===== config.mk =====
export PLATFORM = sky130hd
export DESIGN_NAME = mxfp4_scaled_dot_product_unit
export DESIGN_NICKNAME = d
export VERILOG_FILES = /design/src/hw/rtl/mxdp_pkg.sv /design/src/hw/rtl/mxdp_fpu.sv /design/src/hw/rtl/mxfp4_scaled_dot_product_unit.sv
export SDC_FILE = /design/constraint.sdc
export NUM_CORES = 2
export LEC_CHECK = 0
export BUFFER_PORTS_ARGS = -buffer_cell sky130_fd_sc_hd__buf_2
export CAP_MARGIN = 10
export CORE_ASPECT_RATIO = 1.2
export CORE_MARGIN = 5
export CORE_UTILIZATION = 25
export DETAILED_ROUTE_END_ITERATION = 6
export HOLD_SLACK_MARGIN = 0.03
export PLACE_DENSITY = 0.4
export SLEW_MARGIN = 20
export SYNTH_ARGS = -nofsm -noshare
export SYNTH_HDL_FRONTEND = slang
export SYNTH_SLANG_ARGS = --single-unit

===== constraint.sdc =====
create_clock -name clk -period 11.59 [get_ports clk]
set_input_delay 1.7385 -clock clk [delete_from_list [all_inputs] [get_ports clk]]
set_output_delay 1.7385 -clock clk [all_outputs]
set_load 0.03 [all_outputs]

===== src/hw/rtl/mxdp_pkg.sv =====
// ----------------------------------------------------------------------------
// mxdp_pkg
// Shared types, constants and helper functions for the MXFP4 dot product.
// ----------------------------------------------------------------------------
package mxdp_pkg;

  localparam int TILE_K     = 128;
  localparam int GROUP_SIZE = 32;
  localparam int POS_W      = $clog2(TILE_K);
  localparam int CFG_IDX_W  = 1;
  localparam int CFG_DATA_W = 32;

  localparam logic [CFG_IDX_W-1:0] REG_GLOBAL_SCALE = 1'd0;
  localparam logic [CFG_IDX_W-1:0] REG_APPLY_WEIGHT = 1'd1;

  localparam logic [31:0] FP32_ONE         = 32'h3F80_0000;
  localparam logic [31:0] FP32_ZERO        = 32'h0000_0000;
  localparam logic [31:0] FP32_DEFAULT_NAN = 32'hFFC0_0000;
  localparam logic [31:0] FP32_QUIET_BIT   = 32'h0040_0000;

  typedef enum logic {
    FOP_MUL,
    FOP_ADD
  } fop_t;

  typedef enum logic [3:0] {
    S_IDLE,
    S_MUL_SA,
    S_MUL_B,
    S_MUL_SB,
    S_ADD_TILE,
    S_ADD_ACC,
    S_FLUSH,
    S_MUL_GS,
    S_MUL_W,
    S_OUT
  } seq_state_t;

  // fp32 bits of an E2M1 code
  function automatic logic [31:0] e2m1_bits(input logic [3:0] code);
    logic [30:0] mag;
    case (code[2:0])
      3'd0:    mag = 31'h0000_0000;
      3'd1:    mag = 31'h3F00_0000;
      3'd2:    mag = 31'h3F80_0000;
      3'd3:    mag = 31'h3FC0_0000;
      3'd4:    mag = 31'h4000_0000;
      3'd5:    mag = 31'h4040_0000;
      3'd6:    mag = 31'h4080_0000;
      3'd7:    mag = 31'h40C0_0000;
      default: mag = 31'h0000_0000;
    endcase
    return {code[3], mag};
  endfunction

  // E8M0: zero, infinity, or 2^(v-127); all three fall out of the shift
  function automatic logic [31:0] e8m0_bits(input logic [7:0] code);
    return {1'b0, code, 23'd0};
  endfunction

  function automatic logic [15:0] to_bf16(input logic [31:0] u);
    logic [31:0] r;
    if (u[30:23] == 8'hFF && u[22:0] != 23'd0) begin
      r = {16'd0, u[31:16] | 16'h0040};
    end else begin
      r = u + 32'h0000_7FFF + {31'd0, u[16]};
      r = {16'd0, r[31:16]};
    end
    return r[15:0];
  endfunction

endpackage


===== src/hw/rtl/mxdp_fpu.sv =====
// ----------------------------------------------------------------------------
// mxdp_fpu
// Two-stage fp32 multiply/add unit, round to nearest even, with subnormals.
// ----------------------------------------------------------------------------
module mxdp_fpu (
  input  logic                clk,
  input  mxdp_pkg::fop_t      op,
  input  logic [31:0]         opa,
  input  logic [31:0]         opb,
  output logic [31:0]         result
);
  import mxdp_pkg::*;

  // stage 1 outputs
  logic               s1_sign_r, s1_sign_nxt;
  logic               s1_zsign_r, s1_zsign_nxt;
  logic signed [11:0] s1_exp_r, s1_exp_nxt;
  logic [49:0]        s1_mant_r, s1_mant_nxt;
  logic               s1_spec_r, s1_spec_nxt;
  logic [31:0]        s1_specv_r, s1_specv_nxt;
  logic [31:0]        res_r, res_nxt;

  logic [7:0]  ea_f, eb_f;
  logic [23:0] ma, mb;
  logic [9:0]  eax, ebx;
  logic        nan_a, nan_b, inf_a, inf_b, zero_a, zero_b;
  logic [47:0] prod;
  logic        a_big;
  logic [9:0]  e_big, e_small;
  logic [23:0] m_big, m_small;
  logic [9:0]  d;
  logic [48:0] sm_ext, sm_shift, sm_mask;
  logic        sm_sticky;

  always_comb begin
    ea_f   = opa[30:23];
    eb_f   = opb[30:23];
    ma     = {|ea_f, opa[22:0]};
    mb     = {|eb_f, opb[22:0]};
    eax    = (ea_f == 8'd0) ? 10'd1 : {2'd0, ea_f};
    ebx    = (eb_f == 8'd0) ? 10'd1 : {2'd0, eb_f};
    nan_a  = (&ea_f) && (|opa[22:0]);
    nan_b  = (&eb_f) && (|opb[22:0]);
    inf_a  = (&ea_f) && !(|opa[22:0]);
    inf_b  = (&eb_f) && !(|opb[22:0]);
    zero_a = (opa[30:0] == 31'd0);
    zero_b = (opb[30:0] == 31'd0);
    prod   = ma * mb;

    a_big   = (opa[30:0] >= opb[30:0]);
    e_big   = a_big ? eax : ebx;
    e_small = a_big ? ebx : eax;
    m_big   = a_big ? ma : mb;
    m_small = a_big ? mb : ma;
    d       = e_big - e_small;
    sm_ext  = {m_small, 25'd0};
    sm_shift  = sm_ext >> d;
    sm_mask   = ~({49{1'b1}} << d);
    sm_sticky = |(sm_ext & sm_mask);

    s1_spec_nxt  = 1'b0;
    s1_specv_nxt = FP32_ZERO;
    if (nan_a) begin
      s1_spec_nxt  = 1'b1;
      s1_specv_nxt = opa | FP32_QUIET_BIT;
    end else if (nan_b) begin
      s1_spec_nxt  = 1'b1;
      s1_specv_nxt = opb | FP32_QUIET_BIT;
    end

    if (op == FOP_MUL) begin
      s1_sign_nxt  = opa[31] ^ opb[31];
      s1_zsign_nxt = opa[31] ^ opb[31];
      s1_exp_nxt   = $signed({2'd0, eax}) + $signed({2'd0, ebx}) - 12'sd127;
      s1_mant_nxt  = {prod, 2'b00};
      if (!nan_a && !nan_b) begin
        if ((inf_a && zero_b) || (zero_a && inf_b)) begin
          s1_spec_nxt  = 1'b1;
          s1_specv_nxt = FP32_DEFAULT_NAN;
        end else if (inf_a || inf_b) begin
          s1_spec_nxt  = 1'b1;
          s1_specv_nxt = {s1_sign_nxt, 8'hFF, 23'd0};
        end
      end
    end else begin
      s1_sign_nxt  = a_big ? opa[31] : opb[31];
      s1_zsign_nxt = opa[31] & opb[31];
      s1_exp_nxt   = $signed({2'd0, e_big});
      // jam lost bits into the lsb; enough guard bits remain below the round point
      if (opa[31] != opb[31])
        s1_mant_nxt = {1'b0, m_big, 25'd0} - {1'b0, sm_shift | {48'd0, sm_sticky}};
      else
        s1_mant_nxt = {1'b0, m_big, 25'd0} + {1'b0, sm_shift | {48'd0, sm_sticky}};
      if (!nan_a && !nan_b) begin
        if (inf_a && inf_b && (opa[31] != opb[31])) begin
          s1_spec_nxt  = 1'b1;
          s1_specv_nxt = FP32_DEFAULT_NAN;
        end else if (inf_a) begin
          s1_spec_nxt  = 1'b1;
          s1_specv_nxt = opa;
        end else if (inf_b) begin
          s1_spec_nxt  = 1'b1;
          s1_specv_nxt = opb;
        end
      end
    end
  end

  always_ff @(posedge clk) begin
    s1_sign_r  <= s1_sign_nxt;
    s1_zsign_r <= s1_zsign_nxt;
    s1_exp_r   <= s1_exp_nxt;
    s1_mant_r  <= s1_mant_nxt;
    s1_spec_r  <= s1_spec_nxt;
    s1_specv_r <= s1_specv_nxt;
    res_r      <= res_nxt;
  end

  // stage 2: normalize, denormalize, round
  logic [5:0]         lead;
  logic signed [11:0] e_norm;
  logic [49:0]        mn, md, dmask;
  logic [11:0]        rsh;
  logic [5:0]         rsh6;
  logic               dsticky;
  logic [7:0]         e_fld;
  logic               grd, stk, inc;
  logic [30:0]        mag;

  always_comb begin
    lead = 6'd0;
    for (int i = 0; i < 50; i++) begin
      if (s1_mant_r[i]) lead = 6'(i);
    end
    e_norm = s1_exp_r + $signed({6'd0, lead}) - 12'sd48;
    mn     = s1_mant_r << (6'd49 - lead);
    rsh    = 12'(12'sd1 - e_norm);
    rsh6   = (rsh > 12'd63) ? 6'd63 : rsh[5:0];
    dmask  = ~({50{1'b1}} << rsh6);
    md      = mn;
    dsticky = 1'b0;
    e_fld   = e_norm[7:0];
    if (e_norm <= 12'sd0) begin
      md      = mn >> rsh6;
      dsticky = |(mn & dmask);
      e_fld   = 8'd0;
    end
    grd = md[25];
    stk = (|md[24:0]) | dsticky;
    inc = grd & (stk | md[26]);
    mag = {e_fld, md[48:26]} + {30'd0, inc};

    if (s1_spec_r)
      res_nxt = s1_specv_r;
    else if (s1_mant_r == 50'd0)
      res_nxt = {s1_zsign_r, 31'd0};
    else if (e_norm >= 12'sd255)
      res_nxt = {s1_sign_r, 8'hFF, 23'd0};
    else
      res_nxt = {s1_sign_r, mag};
  end

  assign result = res_r;

endmodule


===== src/hw/rtl/mxfp4_scaled_dot_product_unit.sv =====
// ----------------------------------------------------------------------------
// mxfp4_scaled_dot_product_unit
// Block-scaled MXFP4 dot product with bf16 result.
// ----------------------------------------------------------------------------
// All fp32 arithmetic runs on one shared two-stage multiply/add unit under a
// small sequencer that waits for each operation before issuing the next. An
// element costs 4 operations (three multiplies, one tile add) plus one more
// at a tile end. A last item adds up to 3 more operations (flush, global
// scale, routed weight) and an output step that loads the result register.
// The input channel stalls while an item is in work; a waiting result does
// not block the next item until the following result is ready.
module mxfp4_scaled_dot_product_unit (
  input  logic                               clk,
  input  logic                               rst_n,
  input  logic                               cfg_we,
  input  logic [mxdp_pkg::CFG_IDX_W-1:0]     cfg_index,
  input  logic [mxdp_pkg::CFG_DATA_W-1:0]    cfg_data,
  input  logic                               in_valid,
  output logic                               in_stall,
  input  logic [7:0]                         in_a_pair,
  input  logic [7:0]                         in_b_pair,
  input  logic [7:0]                         in_a_scale_code,
  input  logic [7:0]                         in_b_scale_code,
  input  logic                               in_high_valid,
  input  logic [31:0]                        in_routed_weight,
  input  logic                               in_zero_result,
  input  logic                               in_last,
  output logic                               out_valid,
  input  logic                               out_stall,
  output logic [15:0]                        out_result_bf16
);
  import mxdp_pkg::*;

  seq_state_t       state_r, state_nxt;
  logic [1:0]       phase_r, phase_nxt;
  logic             hi_r, hi_nxt;
  logic [POS_W-1:0] pos_r, pos_nxt;
  logic [31:0]      acc_r, acc_nxt;
  logic [31:0]      tile_r, tile_nxt;
  logic [31:0]      prod_r, prod_nxt;
  logic [31:0]      gs_r;
  logic             apply_r;
  logic             out_valid_r, out_valid_nxt;
  logic [15:0]      out_data_r, out_data_nxt;

  logic [7:0]  a_pair_r, b_pair_r, sa_r, sb_r;
  logic        hv_r, zero_r, last_r;
  logic [31:0] weight_r;

  fop_t        f_op;
  logic [31:0] f_a, f_b, f_res;
  logic [3:0]  a_nib, b_nib;
  logic        op_done;
  logic        in_accept;
  seq_state_t  after_elem;

  mxdp_fpu u_fpu (
    .clk    (clk),
    .op     (f_op),
    .opa    (f_a),
    .opb    (f_b),
    .result (f_res)
  );

  assign in_stall  = (state_r != S_IDLE);
  assign in_accept = in_valid && !in_stall;
  assign a_nib     = hi_r ? a_pair_r[7:4] : a_pair_r[3:0];
  assign b_nib     = hi_r ? b_pair_r[7:4] : b_pair_r[3:0];
  assign op_done   = (phase_r == 2'd2);

  always_ff @(posedge clk) begin
    if (!rst_n) begin
      state_r     <= S_IDLE;
      phase_r     <= 2'd0;
      hi_r        <= 1'b0;
      pos_r       <= '0;
      acc_r       <= FP32_ZERO;
      tile_r      <= FP32_ZERO;
      gs_r        <= FP32_ONE;
      apply_r     <= 1'b0;
      out_valid_r <= 1'b0;
    end else begin
      state_r     <= state_nxt;
      phase_r     <= phase_nxt;
      hi_r        <= hi_nxt;
      pos_r       <= pos_nxt;
      acc_r       <= acc_nxt;
      tile_r      <= tile_nxt;
      out_valid_r <= out_valid_nxt;
      if (cfg_we) begin
        case (cfg_index)
          REG_GLOBAL_SCALE: gs_r    <= cfg_data;
          REG_APPLY_WEIGHT: apply_r <= cfg_data[0];
          default: ;
        endcase
      end
    end
  end

  always_ff @(posedge clk) begin
    prod_r     <= prod_nxt;
    out_data_r <= out_data_nxt;
    if (in_accept) begin
      a_pair_r <= in_a_pair;
      b_pair_r <= in_b_pair;
      sa_r     <= in_a_scale_code;
      sb_r     <= in_b_scale_code;
      hv_r     <= in_high_valid;
      weight_r <= in_routed_weight;
      zero_r   <= in_zero_result;
      last_r   <= in_last;
    end
  end

  always_comb begin
    state_nxt     = state_r;
    phase_nxt     = phase_r;
    hi_nxt        = hi_r;
    pos_nxt       = pos_r;
    acc_nxt       = acc_r;
    tile_nxt      = tile_r;
    prod_nxt      = prod_r;
    out_data_nxt  = out_data_r;
    out_valid_nxt = out_valid_r && out_stall;
    f_op          = FOP_MUL;
    f_a           = prod_r;
    f_b           = FP32_ONE;

    // the open tile is empty only right after an accumulator update
    if (!hi_r && hv_r)
      after_elem = S_MUL_SA;
    else if (last_r)
      after_elem = (state_r == S_ADD_TILE) ? S_FLUSH : S_MUL_GS;
    else
      after_elem = S_IDLE;

    if (state_r != S_IDLE && state_r != S_OUT)
      phase_nxt = op_done ? 2'd0 : phase_r + 2'd1;

    case (state_r)
      S_IDLE: begin
        if (in_accept) begin
          hi_nxt    = 1'b0;
          phase_nxt = 2'd0;
          state_nxt = S_MUL_SA;
        end
      end
      S_MUL_SA: begin
        f_a = e2m1_bits(a_nib);
        f_b = e8m0_bits(sa_r);
        if (op_done) begin
          prod_nxt  = f_res;
          state_nxt = S_MUL_B;
        end
      end
      S_MUL_B: begin
        f_b = e2m1_bits(b_nib);
        if (op_done) begin
          prod_nxt  = f_res;
          state_nxt = S_MUL_SB;
        end
      end
      S_MUL_SB: begin
        f_b = e8m0_bits(sb_r);
        if (op_done) begin
          prod_nxt  = f_res;
          state_nxt = S_ADD_TILE;
        end
      end
      S_ADD_TILE: begin
        f_op = FOP_ADD;
        f_a  = tile_r;
        f_b  = prod_r;
        if (op_done) begin
          tile_nxt = f_res;
          if (pos_r == POS_W'(TILE_K - 1)) begin
            state_nxt = S_ADD_ACC;
          end else begin
            pos_nxt   = pos_r + 1'b1;
            hi_nxt    = 1'b1;
            state_nxt = after_elem;
          end
        end
      end
      S_ADD_ACC: begin
        f_op = FOP_ADD;
        f_a  = acc_r;
        f_b  = tile_r;
        if (op_done) begin
          acc_nxt   = f_res;
          tile_nxt  = FP32_ZERO;
          pos_nxt   = '0;
          hi_nxt    = 1'b1;
          state_nxt = after_elem;
        end
      end
      S_FLUSH: begin
        f_op = FOP_ADD;
        f_a  = acc_r;
        f_b  = tile_r;
        if (op_done) begin
          acc_nxt   = f_res;
          state_nxt = S_MUL_GS;
        end
      end
      S_MUL_GS: begin
        f_a = acc_r;
        f_b = gs_r;
        if (op_done) begin
          prod_nxt  = f_res;
          state_nxt = apply_r ? S_MUL_W : S_OUT;
        end
      end
      S_MUL_W: begin
        f_b = weight_r;
        if (op_done) begin
          prod_nxt  = f_res;
          state_nxt = S_OUT;
        end
      end
      S_OUT: begin
        // hold until the result register is free
        if (!(out_valid_r && out_stall)) begin
          out_valid_nxt = 1'b1;
          out_data_nxt  = zero_r ? 16'h0000 : to_bf16(prod_r);
          acc_nxt       = FP32_ZERO;
          tile_nxt      = FP32_ZERO;
          pos_nxt       = '0;
          phase_nxt     = 2'd0;
          state_nxt     = S_IDLE;
        end
      end
      default: state_nxt = S_IDLE;
    endcase
  end

  assign out_valid       = out_valid_r;
  assign out_result_bf16 = out_data_r;

  a_phase_range: assert property (@(posedge clk) disable iff (!rst_n)
    phase_r != 2'd3) else $error("sequencer phase out of range");
  a_result_source: assert property (@(posedge clk) disable iff (!rst_n)
    $rose(out_valid_r) |-> $past(state_r) == S_OUT)
    else $error("result raised outside output step");
  a_idle_clean: assert property (@(posedge clk) disable iff (!rst_n)
    (state_r == S_IDLE) |-> phase_r == 2'd0)
    else $error("sequencer idle with operation in flight");
  a_op_done_state: assert property (@(posedge clk) disable iff (!rst_n)
    op_done |-> (state_r != S_IDLE && state_r != S_OUT))
    else $error("arithmetic step completes outside an arithmetic state");

endmodule


==> metrics.cfg <==
[placement]
dp_hpwl_microns=210000
numPortBuffers=122
dpl_cell_area_sq_um=56700
routabilityCongestion=0.965
dp.cells=9328

[grt]
grt_max_degree=74
grt_pass1_vias=52299
overflow=0
grt_usage_pct=24.0
antenna_found_initial=8
grt_pass1_wl_microns=384000

[clock_tree]
htreeDepth=2
cts_root_buf=clkbuf_16
tritoncts=yes
ctsResizeCount=0
cts_buffers=44
path_clk_slew_ns=0.06
clock-sinks=356
insertion_delay_ns=0.62
cts_setup_buffers=0
clk_path_buf_depth=3
cts_hold_buf=0

[cells_and_area]
mostFrequentLayoutCells=nand2_1 (895), inv_1 (683), nor2_1 (599), fa_1 (485), a21oi_1 (390)
drive_gt1_share_pct=11.1
layout.cells.non_filler=9411
final_net_count=7503
fillerInstances=22578
layout_commonest_cell=nand2_1
finish.instance_area_sq_um=58200
utilization_pct=28.1
synthToLayoutAreaGrowth_pct=12.3

[worst_setup_path]
max_stage_delay_ns=0.82
end_kind=register
r2r-start=u_fpu.s1_mant_r[3]
cpMaxStageDelayCell=nor4b_4
startpoint_type=register
arrival_ns=11.48
path_max_fanout=23
critical_path.startpoint=u_fpu.s1_mant_r[3]
path_class=reg -> reg
required_ns=12.06
crit_top_cell=a21oi_1

[detailed_routing]
wirelength_microns=268000
postRouteAntennaNets=0
drtPass1Iterations=7
via_per_inst=5.49
wl_per_cell_microns=28.5
drt_iter0_drc=5093
vias=51637
drc=0

[timing]
min_period_ns=11.01
finalHoldViolations=0
fin_crit_sh_pct=95.0
maxSlewViolCount=0
rsz0062_at_grt=false
tightest_slew_ns=1.16
relSlewSlack_pct=21.6
tns_ns=0
clock_skew_ns=0.0551
setup_viol=0
fmax_ghz=0.0908

[die]
fp-row-count=183
start_util_pct=25.1
fp.dieH_microns=509
dieArea_sq_um=216000
die_w_microns=426
coreArea_sq_um=207000
io_pins=123

[synth]
yosys_warnings=0
syn_nets=7465
syn_area_per_cell_sq_um=7.90
yosysTopAreaCell=fa_1
synth_seq_cells=356
netlist_top_cells_area=fa_1 (19%), dfxtp_1 (9.3%), ha_1 (7.6%)
yosysTopAreaCellShare_pct=18.7
synth_edf_count=115
syn_area_sq_um=51800
ys_types=133
yosysSeqAreaShare_pct=16.0
ys_async_sr_fraction_pct=0
synth_flop_cell=dfxtp_1
synthCells=6561

[run]
drv_cap=0

[status]
outcome=complete, no violations

[hold_path]
min_path_type=reg -> reg
worstHoldStart=u_fpu.s1_specv_r[21]

[through the flow]
step	hold slack, ns	worst slack (ns)
detailed placement	0.414	0.384
finish	0.435	0.578
floorplan	0.406	1.57
global route	0.461	0.00789
global placement	0.421	0.386
CTS	0.431	0.324
[metal layers]
metal	routed length, microns	vias to the layer above	GRT usage (%)
li1	-	22800	-
met1	110000	26101	30.4
met2	127000	2179	40.6
met3	16000	555	2.85
met4	15800	2	11.7
met5	10	-	0
[area by class of cell]
type / count / area, sq um / share of cell area (%)
multi-input cells: 5064 / 39300 / 67.6
well taps: 2775 / 3470 / 5.97
repair buffers: 434 / 3050 / 5.25
clock inverters: 21 / 218 / 0.374
inverters: 699 / 2630 / 4.52
clock buffers: 58 / 1210 / 2.09
flip-flops and latches: 356 / 8280 / 14.2
diodes: 4 / 10.0 / 0.0172
[state kept, by name (all words and copies together) (netlist names), 2 cells and up]
| register | count |
|---|---|
| phase_r | 2 |
| u_fpu.s1_specv_r | 32 |
| state_r | 4 |
| prod_r | 32 |
| u_fpu.s1_exp_r | 12 |
| out_result_bf16 | 16 |
| u_fpu.s1_mant_r | 50 |
| sb_r | 8 |
| a_pair_r | 8 |
| gs_r | 32 |
| u_fpu.result | 32 |
| weight_r | 32 |
| pos_r | 7 |
| tile_r | 32 |
| acc_r | 32 |
| b_pair_r | 8 |
| sa_r | 8 |
[worst paths after layout]
| kind | to | slack, ns | depth (start not counted) |
|---|---|---|---|
| hold reg to reg | u_fpu.result[21] | 0.43 | 2 |
| setup reg to reg | u_fpu.result[29] | 0.58 | 35 |
| setup / recovery | u_fpu.result[29] | 0.58 | 35 |
| hold / removal | u_fpu.result[21] | 0.43 | 2 |
[cells by family (layout without fill, tap and decap cells)]
family / Yosys count / after routing / share of synthesized area, %
AND/OR/NAND/NOR: 2298 / 2298 / 20.2
AO/OA/AOI/OAI: 1599 / 1599 / 20.9
buffers and inverters: 1141 / 1212 / 8.64
adder cells (fa/ha/maj): 800 / 800 / 26.3
flip-flops: 356 / 356 / 16.0
multiplexers: 207 / 207 / 5.12
XOR/XNOR: 160 / 160 / 2.81
other: 0 / 4 / 0
[synth_stat cells, types with 47 or more instances]
library cell	instances
nand2_1	896
inv_1	683
nor2_1	607
fa_1	485
a21oi_1	391
ha_1	314
clkbuf_1	308
o21ai_0	275
nand3_1	270
dfxtp_1	241
mux2i_1	139
nor3_1	124
edfxtp_1	115
a21boi_0	102
xnor2_1	101
a22oi_1	81
a31oi_1	67
o211ai_1	59
buf_1	57
nand4_1	55
xor2_1	55
buf_2	53
a211oi_1	49
and2_1	47
o22ai_1	47
[worst max-delay path, delay by kind of cell (launching register included)]
family,cells,cell delay [ns]
mux,1,0.20
flops,1,0.48
simple gates,7,2.85
compound gates,19,4.95
xor+xnor,2,0.47
buf+inv,3,0.87
fa+ha+maj,3,1.01
Power is not shown: default switching activity piles up to over one toggle a cycle in this logic, so the estimate is an artifact.
